==> config.mk <==
export PLATFORM = sky130hd
export DESIGN_NAME = sensor_frame_deframer
export DESIGN_NICKNAME = d
export VERILOG_FILES = /design/src/hdl/sfd_pkg.sv /design/src/hdl/sfd_parser.sv /design/src/hdl/sensor_frame_deframer.sv
export VERILOG_INCLUDE_DIRS = /design/src /design/src/hdl
export SDC_FILE = /design/constraint.sdc
export NUM_CORES = 1
export LEC_CHECK = 0
export BUFFER_PORTS_ARGS = -buffer_cell sky130_fd_sc_hd__buf_4
export CELL_PAD_IN_SITES_DETAIL_PLACEMENT = 2
export CELL_PAD_IN_SITES_GLOBAL_PLACEMENT = 2
export CORE_ASPECT_RATIO = 2
export CORE_UTILIZATION = 41
export DETAILED_ROUTE_END_ITERATION = 16
export PLACE_DENSITY = 0.8
export SETUP_SLACK_MARGIN = 0.05
export SYNTH_ARGS = -nofsm -noshare
export SYNTH_HDL_FRONTEND = slang
export SYNTH_SLANG_ARGS = --single-unit
==> constraint.sdc <==
create_clock -name clk_i -period 4.91 [get_ports clk_i]
set_input_delay 0.982 -clock clk_i [delete_from_list [all_inputs] [get_ports clk_i]]
set_output_delay 0.982 -clock clk_i [all_outputs]
set_load 0.1 [all_outputs]
==> src/hdl/sensor_frame_deframer_assert.svh <==
// Assertion macros shared by the sensor frame deframer modules.
`ifndef SENSOR_FRAME_DEFRAMER_ASSERT_SVH
`define SENSOR_FRAME_DEFRAMER_ASSERT_SVH

// Same-cycle implication, checked on the rising clock edge outside reset.
`define SFD_ASSERT_IMPL(lbl, clk, rst_n, ante, cons, msg) \
  lbl: assert property (@(posedge clk) disable iff (!(rst_n)) (ante) |-> (cons)) \
    else $error(msg);

// Next-cycle implication, checked on the rising clock edge outside reset.
`define SFD_ASSERT_NEXT(lbl, clk, rst_n, ante, cons, msg) \
  lbl: assert property (@(posedge clk) disable iff (!(rst_n)) (ante) |=> (cons)) \
    else $error(msg);

`endif

==> src/hdl/sfd_pkg.sv <==
// Types and constants of the sensor frame deframer.
package sfd_pkg;

  typedef enum logic [2:0] {
    PH_HUNT = 3'd0,
    PH_ID   = 3'd1,
    PH_CMD  = 3'd2,
    PH_LEN  = 3'd3,
    PH_DATA = 3'd4,
    PH_LRC  = 3'd5,
    PH_TERM = 3'd6
  } phase_e;

  typedef enum logic [1:0] {
    ST_NONE  = 2'd0,
    ST_DONE  = 2'd1,
    ST_ERROR = 2'd2
  } status_e;

  localparam logic [1:0] CFG_NODE_ID = 2'd0;
  localparam logic [1:0] CFG_COMMAND = 2'd1;
  localparam logic [1:0] CFG_MAX_LEN = 2'd2;

  localparam logic [7:0]  START_BYTE  = 8'h3A;
  localparam logic [15:0] TERM_WORD   = 16'h0A0D;
  localparam logic [15:0] RST_NODE_ID = 16'h0001;
  localparam logic [15:0] RST_COMMAND = 16'h0009;
  localparam logic [15:0] RST_MAX_LEN = 16'd72;

  typedef struct packed {
    logic [15:0] node_id;
    logic [15:0] command;
    logic [15:0] max_len;
  } cfg_t;

  typedef struct packed {
    logic [15:0] payload_index;
    logic [7:0]  payload_byte;
    logic        payload_valid;
    logic [1:0]  frame_status;
  } result_t;

endpackage

==> src/hdl/sfd_parser.sv <==
// Frame parser state and per-byte decode for the sensor frame deframer.
`include "sensor_frame_deframer_assert.svh"

module sfd_parser (
  input  logic             clk_i,
  input  logic             rst_ni,
  input  logic             step_i,
  input  logic [7:0]       byte_i,
  input  sfd_pkg::cfg_t    cfg_i,
  output sfd_pkg::result_t res_o
);

  sfd_pkg::phase_e phase_q, phase_d;
  logic        half_q, half_d;
  logic [7:0]  low_q, low_d;
  logic [15:0] len_q, len_d;
  logic [15:0] sum_q, sum_d;
  logic [15:0] count_q, count_d;

  logic [15:0] word;
  logic        have_word;
  logic        word_phase;
  logic [15:0] count_inc;

  assign word       = {byte_i, low_q};
  assign word_phase = (phase_q == sfd_pkg::PH_ID)  || (phase_q == sfd_pkg::PH_CMD) ||
                      (phase_q == sfd_pkg::PH_LEN) || (phase_q == sfd_pkg::PH_LRC) ||
                      (phase_q == sfd_pkg::PH_TERM);
  assign have_word  = word_phase && half_q;
  assign count_inc  = count_q + 16'd1;

  // Next state. Every path back to hunting clears the whole frame context.
  always_comb begin
    phase_d = phase_q;
    half_d  = half_q;
    low_d   = low_q;
    len_d   = len_q;
    sum_d   = sum_q;
    count_d = count_q;

    if (word_phase) begin
      if (!half_q) begin
        low_d  = byte_i;
        half_d = 1'b1;
      end else begin
        low_d  = 8'd0;
        half_d = 1'b0;
      end
    end

    case (phase_q)
      sfd_pkg::PH_ID: begin
        if (have_word) begin
          if (word != cfg_i.node_id) begin
            phase_d = sfd_pkg::PH_HUNT;
          end else begin
            sum_d   = sum_q + word;
            phase_d = sfd_pkg::PH_CMD;
          end
        end
      end
      sfd_pkg::PH_CMD: begin
        if (have_word) begin
          if (word != cfg_i.command) begin
            phase_d = sfd_pkg::PH_HUNT;
          end else begin
            sum_d   = sum_q + word;
            phase_d = sfd_pkg::PH_LEN;
          end
        end
      end
      sfd_pkg::PH_LEN: begin
        if (have_word) begin
          if (word > cfg_i.max_len) begin
            phase_d = sfd_pkg::PH_HUNT;
          end else begin
            len_d   = word;
            sum_d   = sum_q + word;
            count_d = 16'd0;
            phase_d = (word == 16'd0) ? sfd_pkg::PH_LRC : sfd_pkg::PH_DATA;
          end
        end
      end
      sfd_pkg::PH_DATA: begin
        sum_d   = sum_q + {8'd0, byte_i};
        count_d = count_inc;
        if (count_inc == len_q) begin
          phase_d = sfd_pkg::PH_LRC;
        end
      end
      sfd_pkg::PH_LRC: begin
        if (have_word) begin
          phase_d = ((sum_q != 16'd0) && (sum_q == word)) ? sfd_pkg::PH_TERM
                                                           : sfd_pkg::PH_HUNT;
        end
      end
      sfd_pkg::PH_TERM: begin
        if (have_word) begin
          phase_d = sfd_pkg::PH_HUNT;
        end
      end
      default: begin
        phase_d = (byte_i == sfd_pkg::START_BYTE) ? sfd_pkg::PH_ID : sfd_pkg::PH_HUNT;
      end
    endcase

    if (phase_d == sfd_pkg::PH_HUNT) begin
      half_d  = 1'b0;
      low_d   = 8'd0;
      len_d   = 16'd0;
      sum_d   = 16'd0;
      count_d = 16'd0;
    end
  end

  // Result of the current byte.
  always_comb begin
    res_o = '0;
    case (phase_q)
      sfd_pkg::PH_LEN: begin
        if (have_word && (word > cfg_i.max_len)) begin
          res_o.frame_status = sfd_pkg::ST_ERROR;
        end
      end
      sfd_pkg::PH_DATA: begin
        res_o.payload_valid = 1'b1;
        res_o.payload_byte  = byte_i;
        res_o.payload_index = count_q;
      end
      sfd_pkg::PH_LRC: begin
        if (have_word && !((sum_q != 16'd0) && (sum_q == word))) begin
          res_o.frame_status = sfd_pkg::ST_ERROR;
        end
      end
      sfd_pkg::PH_TERM: begin
        if (have_word && (word == sfd_pkg::TERM_WORD)) begin
          res_o.frame_status = sfd_pkg::ST_DONE;
        end
      end
      default: begin
        res_o = '0;
      end
    endcase
  end

  always_ff @(posedge clk_i or negedge rst_ni) begin
    if (!rst_ni) begin
      phase_q <= sfd_pkg::PH_HUNT;
      half_q  <= 1'b0;
      low_q   <= 8'd0;
      len_q   <= 16'd0;
      sum_q   <= 16'd0;
      count_q <= 16'd0;
    end else if (step_i) begin
      phase_q <= phase_d;
      half_q  <= half_d;
      low_q   <= low_d;
      len_q   <= len_d;
      sum_q   <= sum_d;
      count_q <= count_d;
    end
  end

  `SFD_ASSERT_IMPL(a_data_count_in_range, clk_i, rst_ni, phase_q == sfd_pkg::PH_DATA, (len_q != 16'd0) && (count_q < len_q), "payload count outside frame length")
  `SFD_ASSERT_IMPL(a_half_only_in_words, clk_i, rst_ni, half_q, word_phase, "low byte held outside a word field")
  `SFD_ASSERT_IMPL(a_hunt_is_clear, clk_i, rst_ni, phase_q == sfd_pkg::PH_HUNT, (sum_q == 16'd0) && (count_q == 16'd0) && !half_q, "frame context not cleared while hunting")

endmodule

==> src/hdl/sensor_frame_deframer.sv <==
// Top level of the sensor frame deframer: stream ports, config registers, pipeline.
// The block receives a serial byte stream, one byte per input transaction on
// the s_axis channel, and finds sensor bus frames in it: start byte 0x3A,
// little-endian id, command and length words, the payload, a 16-bit LRC and
// the terminator 0x0D 0x0A. Every input byte yields exactly one output
// transaction on the m_axis channel carrying a status (none, frame done,
// error), and for payload bytes the byte and its index within the payload.
// Id, command and length limit come from three registers written through the
// cfg port; they should only be changed while the stream is quiet.
// The path is an input register, combinational decode against the parser
// state, and an output register, so the result of a byte passes the input
// register and then the output register before it is presented on m_axis.
// One byte is taken every cycle while m_axis_tready stays high; the
// throughput is set by the update of the running sum and word compares in
// the parser.
// When the receiver holds m_axis_tready low the result stays in the output
// register, the next byte waits in the input register, and s_axis_tready
// drops only once both are full; nothing is lost or repeated.
// Reset is asynchronous and active low: both registers empty, the parser
// hunts for a start byte, and the registers return to id 1, command 9 and
// a maximum length of 72.
`include "sensor_frame_deframer_assert.svh"

module sensor_frame_deframer (
  input  logic        clk_i,
  input  logic        rst_ni,
  input  logic        s_axis_tvalid,
  output logic        s_axis_tready,
  input  logic [7:0]  s_axis_tdata,   // [7:0] data_byte
  output logic        m_axis_tvalid,
  input  logic        m_axis_tready,
  output logic [23:0] m_axis_tdata,   // [7:0] payload_byte, [23:8] payload_index
  output logic [2:0]  m_axis_tuser,   // [1:0] frame_status, [2] payload_valid
  input  logic        cfg_we_i,
  input  logic [1:0]  cfg_idx_i,
  input  logic [15:0] cfg_data_i
);

  sfd_pkg::cfg_t    cfg_q;
  sfd_pkg::result_t res;
  sfd_pkg::result_t out_q;

  logic       in_valid_q;
  logic [7:0] in_byte_q;
  logic       out_valid_q;
  logic       advance;

  // A byte in the input register moves on whenever the output register is
  // empty or being emptied in this cycle.
  assign advance       = in_valid_q && (!out_valid_q || m_axis_tready);
  assign s_axis_tready = !in_valid_q || advance;

  always_ff @(posedge clk_i or negedge rst_ni) begin
    if (!rst_ni) begin
      cfg_q.node_id <= sfd_pkg::RST_NODE_ID;
      cfg_q.command <= sfd_pkg::RST_COMMAND;
      cfg_q.max_len <= sfd_pkg::RST_MAX_LEN;
    end else if (cfg_we_i) begin
      case (cfg_idx_i)
        sfd_pkg::CFG_NODE_ID: cfg_q.node_id <= cfg_data_i;
        sfd_pkg::CFG_COMMAND: cfg_q.command <= cfg_data_i;
        sfd_pkg::CFG_MAX_LEN: cfg_q.max_len <= cfg_data_i;
        default: ;
      endcase
    end
  end

  always_ff @(posedge clk_i or negedge rst_ni) begin
    if (!rst_ni) begin
      in_valid_q <= 1'b0;
    end else if (s_axis_tvalid && s_axis_tready) begin
      in_valid_q <= 1'b1;
    end else if (advance) begin
      in_valid_q <= 1'b0;
    end
  end

  always_ff @(posedge clk_i) begin
    if (s_axis_tvalid && s_axis_tready) begin
      in_byte_q <= s_axis_tdata;
    end
  end

  sfd_parser u_parser (
    .clk_i  (clk_i),
    .rst_ni (rst_ni),
    .step_i (advance),
    .byte_i (in_byte_q),
    .cfg_i  (cfg_q),
    .res_o  (res)
  );

  always_ff @(posedge clk_i or negedge rst_ni) begin
    if (!rst_ni) begin
      out_valid_q <= 1'b0;
    end else if (advance) begin
      out_valid_q <= 1'b1;
    end else if (m_axis_tready) begin
      out_valid_q <= 1'b0;
    end
  end

  always_ff @(posedge clk_i) begin
    if (advance) begin
      out_q <= res;
    end
  end

  assign m_axis_tvalid = out_valid_q;
  assign m_axis_tdata  = {out_q.payload_index, out_q.payload_byte};
  assign m_axis_tuser  = {out_q.payload_valid, out_q.frame_status};

  // Both registers full and the receiver stalled: no new byte may enter.
  `SFD_ASSERT_IMPL(a_full_blocks_input, clk_i, rst_ni, in_valid_q && out_valid_q && !m_axis_tready, !s_axis_tready, "input taken while pipeline is full and stalled")
  // An accepted byte always lands in the input register.
  `SFD_ASSERT_NEXT(a_accept_fills_input, clk_i, rst_ni, s_axis_tvalid && s_axis_tready, in_valid_q, "accepted byte not held")
  // A payload byte never carries a frame status, and non-payload results carry a zero payload byte and index.
  `SFD_ASSERT_IMPL(a_payload_no_status, clk_i, rst_ni, out_valid_q && !out_q.payload_valid, (out_q.payload_index == 16'd0) && (out_q.payload_byte == 8'd0), "stray payload fields on non-payload result")
  `SFD_ASSERT_IMPL(a_status_code_legal, clk_i, rst_ni, out_valid_q, (out_q.frame_status == sfd_pkg::ST_NONE) || !out_q.payload_valid, "status reported on a payload byte")

endmodule
==> results.json <==
{
  "grt_start_max_net_pins": 71,
  "antenna_found_initial": 0,
  "drive_gt1_share_pct": 21.56,
  "synthTopCellsByArea": "dfrtp_1 32%, edfxtp_1 13%, mux2_2 6.8%, ha_1 4.9%, xnor2_1 4.6%",
  "syn_to_final_growth_pct": 16.23,
  "synth_cell_types": 71,
  "maxCapViolations": 0,
  "status": "completed",
  "synth_nets": 806,
  "synth_edf_count": 35,
  "min_path_cells": 1,
  "dieArea_um2": 20430,
  "max_freq_mhz": 236.8,
  "finalCritPeriodShare_pct": 86.02,
  "routed.top_layer": "met4",
  "grt_pass1_wl_mm": 42.42,
  "ant_nets": 0,
  "cts_root_buf": "clkbuf_16",
  "cts_buffers": 17,
  "cts_hold_buffers": 0,
  "start_util_pct": 41.96,
  "multi_input_area_um2": 4024,
  "synth_seq_area_share_pct": 46.88,
  "die_w_um": 101.6,
  "seq_area_um2": 3810,
  "setup_tns_ns": 0,
  "routedLengthMet1_mm": 9.001,
  "synth_top_area_share_pct": 32.33,
  "yosys_warnings": 0,
  "fillers": 1946,
  "worst_pin_slew_ns": 1.080,
  "layout.cells.non_filler": 1066,
  "critPathLaunchType": "flip-flop",
  "fp.dieH_um": 201.1,
  "path_clk_slew_ns": 0.06,
  "slowest_delay_ns": 0.59,
  "synthesis.area_um2": 8128,
  "grt_pass1_vias": 7549,
  "cpMaxStageDelayCell": "or3b_2",
  "drv_slew": 0,
  "total_leakage_power_nw": 4.152,
  "drtIter0Drc": 210,
  "total_power_mw": 4.556,
  "avgSynthCellArea_um2": 10.95,
  "hold_viol_final": 0,
  "crit_fanout": 16,
  "cp_data_required_time_ns": 5.22,
  "synth_top_area_cell": "dfrtp_1",
  "dp_hpwl_mm": 19.89,
  "wl_met3_um": 644,
  "ctsResizeCount": 0,
  "post_drt_wl_per_cell_um": 25.27,
  "rsz0062_at_grt": "false",
  "ys_top_cells_by_count": "105 x dfrtp_1, 49 x mux2_2, 43 x xnor2_1",
  "nNetsFinal": 858,
  "cp_num_buf_inv": 2,
  "fin_util_pct": 48.77,
  "yosys_register_bits": 145,
  "yosysMostFrequentCell": "dfrtp_1",
  "wl_mm": 26.94,
  "async_flop_share_pct": 75.86,
  "drcViolationCount": 0,
  "endpoint_kind": "flip-flop",
  "cp.arrival_ns": 4.53,
  "vias": 6379,
  "cp_top_family": "compound AO/OA/AOI/OAI gates",
  "routed-wl-met2_mm": 15.29,
  "cts_num_sinks": 145,
  "cts_tree": "built",
  "synth_top_flop_cell": "dfrtp_1",
  "clock_latency_ns": 0.44,
  "p_per_area_nw_per_um2": 482.3,
  "num_rows": 72,
  "finClkSkew_ns": 0.01368,
  "setup_viol": 0,
  "syn_inst": 742,
  "fin_crit_ns": 4.224,
  "path_class": "flip-flop to flip-flop",
  "overflow": 0,
  "reg2reg_depth": 16,
  "gp_congestion": 0.9275,
  "relSlewSlack_pct": 27.47,
  "crit_cells": 16,
  "diodes": 0,
  "drt-vias-per-instance": 5.984,
  "h-tree-depth": 4,
  "drtPass1Iterations": 4,
  "pin_count": 60,
  "hp-class": "flip-flop to flip-flop",
  "clockBufferDepth": 2,
  "port_buffers": 59,
  "dp.cells": 1034,
  "crit_chain": "or3b_2 -> clkinv_1 -> and2_1 -> a21o_1 -> ha_1 -> inv_1 -> fa_1 -> nor2b_1 -> o21a_1 -> o21ai_0 -> a211oi_1 -> nor3_1 -> o41ai_1 -> a21oi_1 -> xnor2_1 -> a22o_1",
  "grt_usage_pct": 28.40,
  "ir_drop_v": 0.0003155,
  "hold_slack_ns": 0.5131,
  "core_um2": 19370,
  "post_cts.repair.setup_buffers": 0
}
[registers in the layout (all words and copies together), names as in the netlist]
name / count
u_parser.low_q: 8
m_axis_tdata: 24
m_axis_tvalid: 1
u_parser.len_q: 16
cfg_q: 48
m_axis_tuser: 3
u_parser.count_q: 16
in_byte_q: 8
u_parser.half_q: 1
u_parser.phase_q: 3
u_parser.sum_q: 16
in_valid_q: 1
[report_power, final]
part	internal, mW	switching (mW)	leakage (nW)	total (mW)
sequential	1.42	0.272	1.76	1.69
clock	0.766	0.535	0.295	1.30
combinational	0.596	0.966	2.10	1.56
[area by class of cell]
type | count | area share, %
repair buffers | 75 | 5.960
clock buffers | 23 | 5.629
flip-flops and latches | 145 | 40.33
well taps | 259 | 3.430
multi-input cells | 521 | 42.60
inverters | 34 | 1.351
clock inverters | 9 | 0.7020
[worst register-to-register path, stage by stage, from the launching register on]
cell      delay (ns)
dfrtp_1         0.55
or3b_2          0.59
clkinv_1        0.18
and2_1          0.17
a21o_1          0.09
ha_1            0.19
inv_1           0.07
fa_1            0.41
nor2b_1         0.15
o21a_1          0.15
o21ai_0         0.19
a211oi_1        0.33
nor3_1          0.12
o41ai_1         0.42
a21oi_1         0.14
xnor2_1         0.14
a22o_1          0.20
[metrics by stage]
step           area (µm²)  worst slack (ns)
2_1_floorplan        8128             1.198
3_3_place_gp         8848            0.8844
3_5_place_dp         8848            0.7313
4_1_cts              9447            0.6810
5_1_grt              9447            0.4402
6_report             9447            0.6863
[path summary, 6_finish.rpt]
kind | to | startpoint | slack (ns)
setup / recovery | u_parser.sum_q[14] | u_parser.phase_q[0] | 0.69
hold / removal | cfg_q[10] | cfg_q[10] | 0.51
setup reg to reg | u_parser.sum_q[14] | u_parser.phase_q[0] | 0.69
hold reg to reg | cfg_q[10] | cfg_q[10] | 0.51
max in group asynchronous | cfg_q[3] | rst_ni | 3.24
min in group asynchronous | u_parser.count_q[5] | rst_ni | 0.68
[per-layer routing]
metal,vias up,GRT usage [%]
met1,3285,26.44
met3,109,4.759
met5,-,0
met4,0,20.70
li1,2820,-
met2,165,53.19
[cells in the final DEF, fill, tap and decap left out, types with 3 or more instances in the layout]
master     netlist  final
a211o_1          3      3
a221o_1         11     11
and2_1          32     32
a211oi_1         3      3
nor2b_1          9      9
nor3_1          23     23
a21o_1          15     15
a22o_1          38     38
edfxtp_1        35     35
nand2_1         32     32
or2_2            3      3
nand4_1         20     20
a21oi_1         20     20
nor2_1          25     25
nand3_1         15     15
nand4b_1         3      3
or4_1            7      7
clkinv_2         0      3
mux2i_1          3      3
o21ai_0         16     16
dfrtp_1        105    105
buf_4            2     75
mux2_2          49     49
ha_1            32     32
nand2b_1         5      5
nor4_1          15     15
o211ai_1         3      3
o21a_1           3      3
clkbuf_16        0     20
or3_1            7      7
xor2_1          36     36
clkinv_4         0      4
inv_1           32     32
dfstp_2          5      5
nand3b_1         5      5
nor3b_1          4      3
xnor2_1         43     43
[kinds of logic (layout without fill, tap and decap cells)]
kind of cell	Yosys count	after routing	synth area share, %
adder cells (fa/ha/maj)	33	33	5.172
AO/OA/AOI/OAI	141	141	13.39
multiplexers	52	52	7.158
flip-flops	145	145	46.88
buffers and inverters	76	141	3.679
AND/OR/NAND/NOR	216	216	15.21
XOR/XNOR	79	79	8.513
No activity file was read; power rests on OpenSTA's default activity.
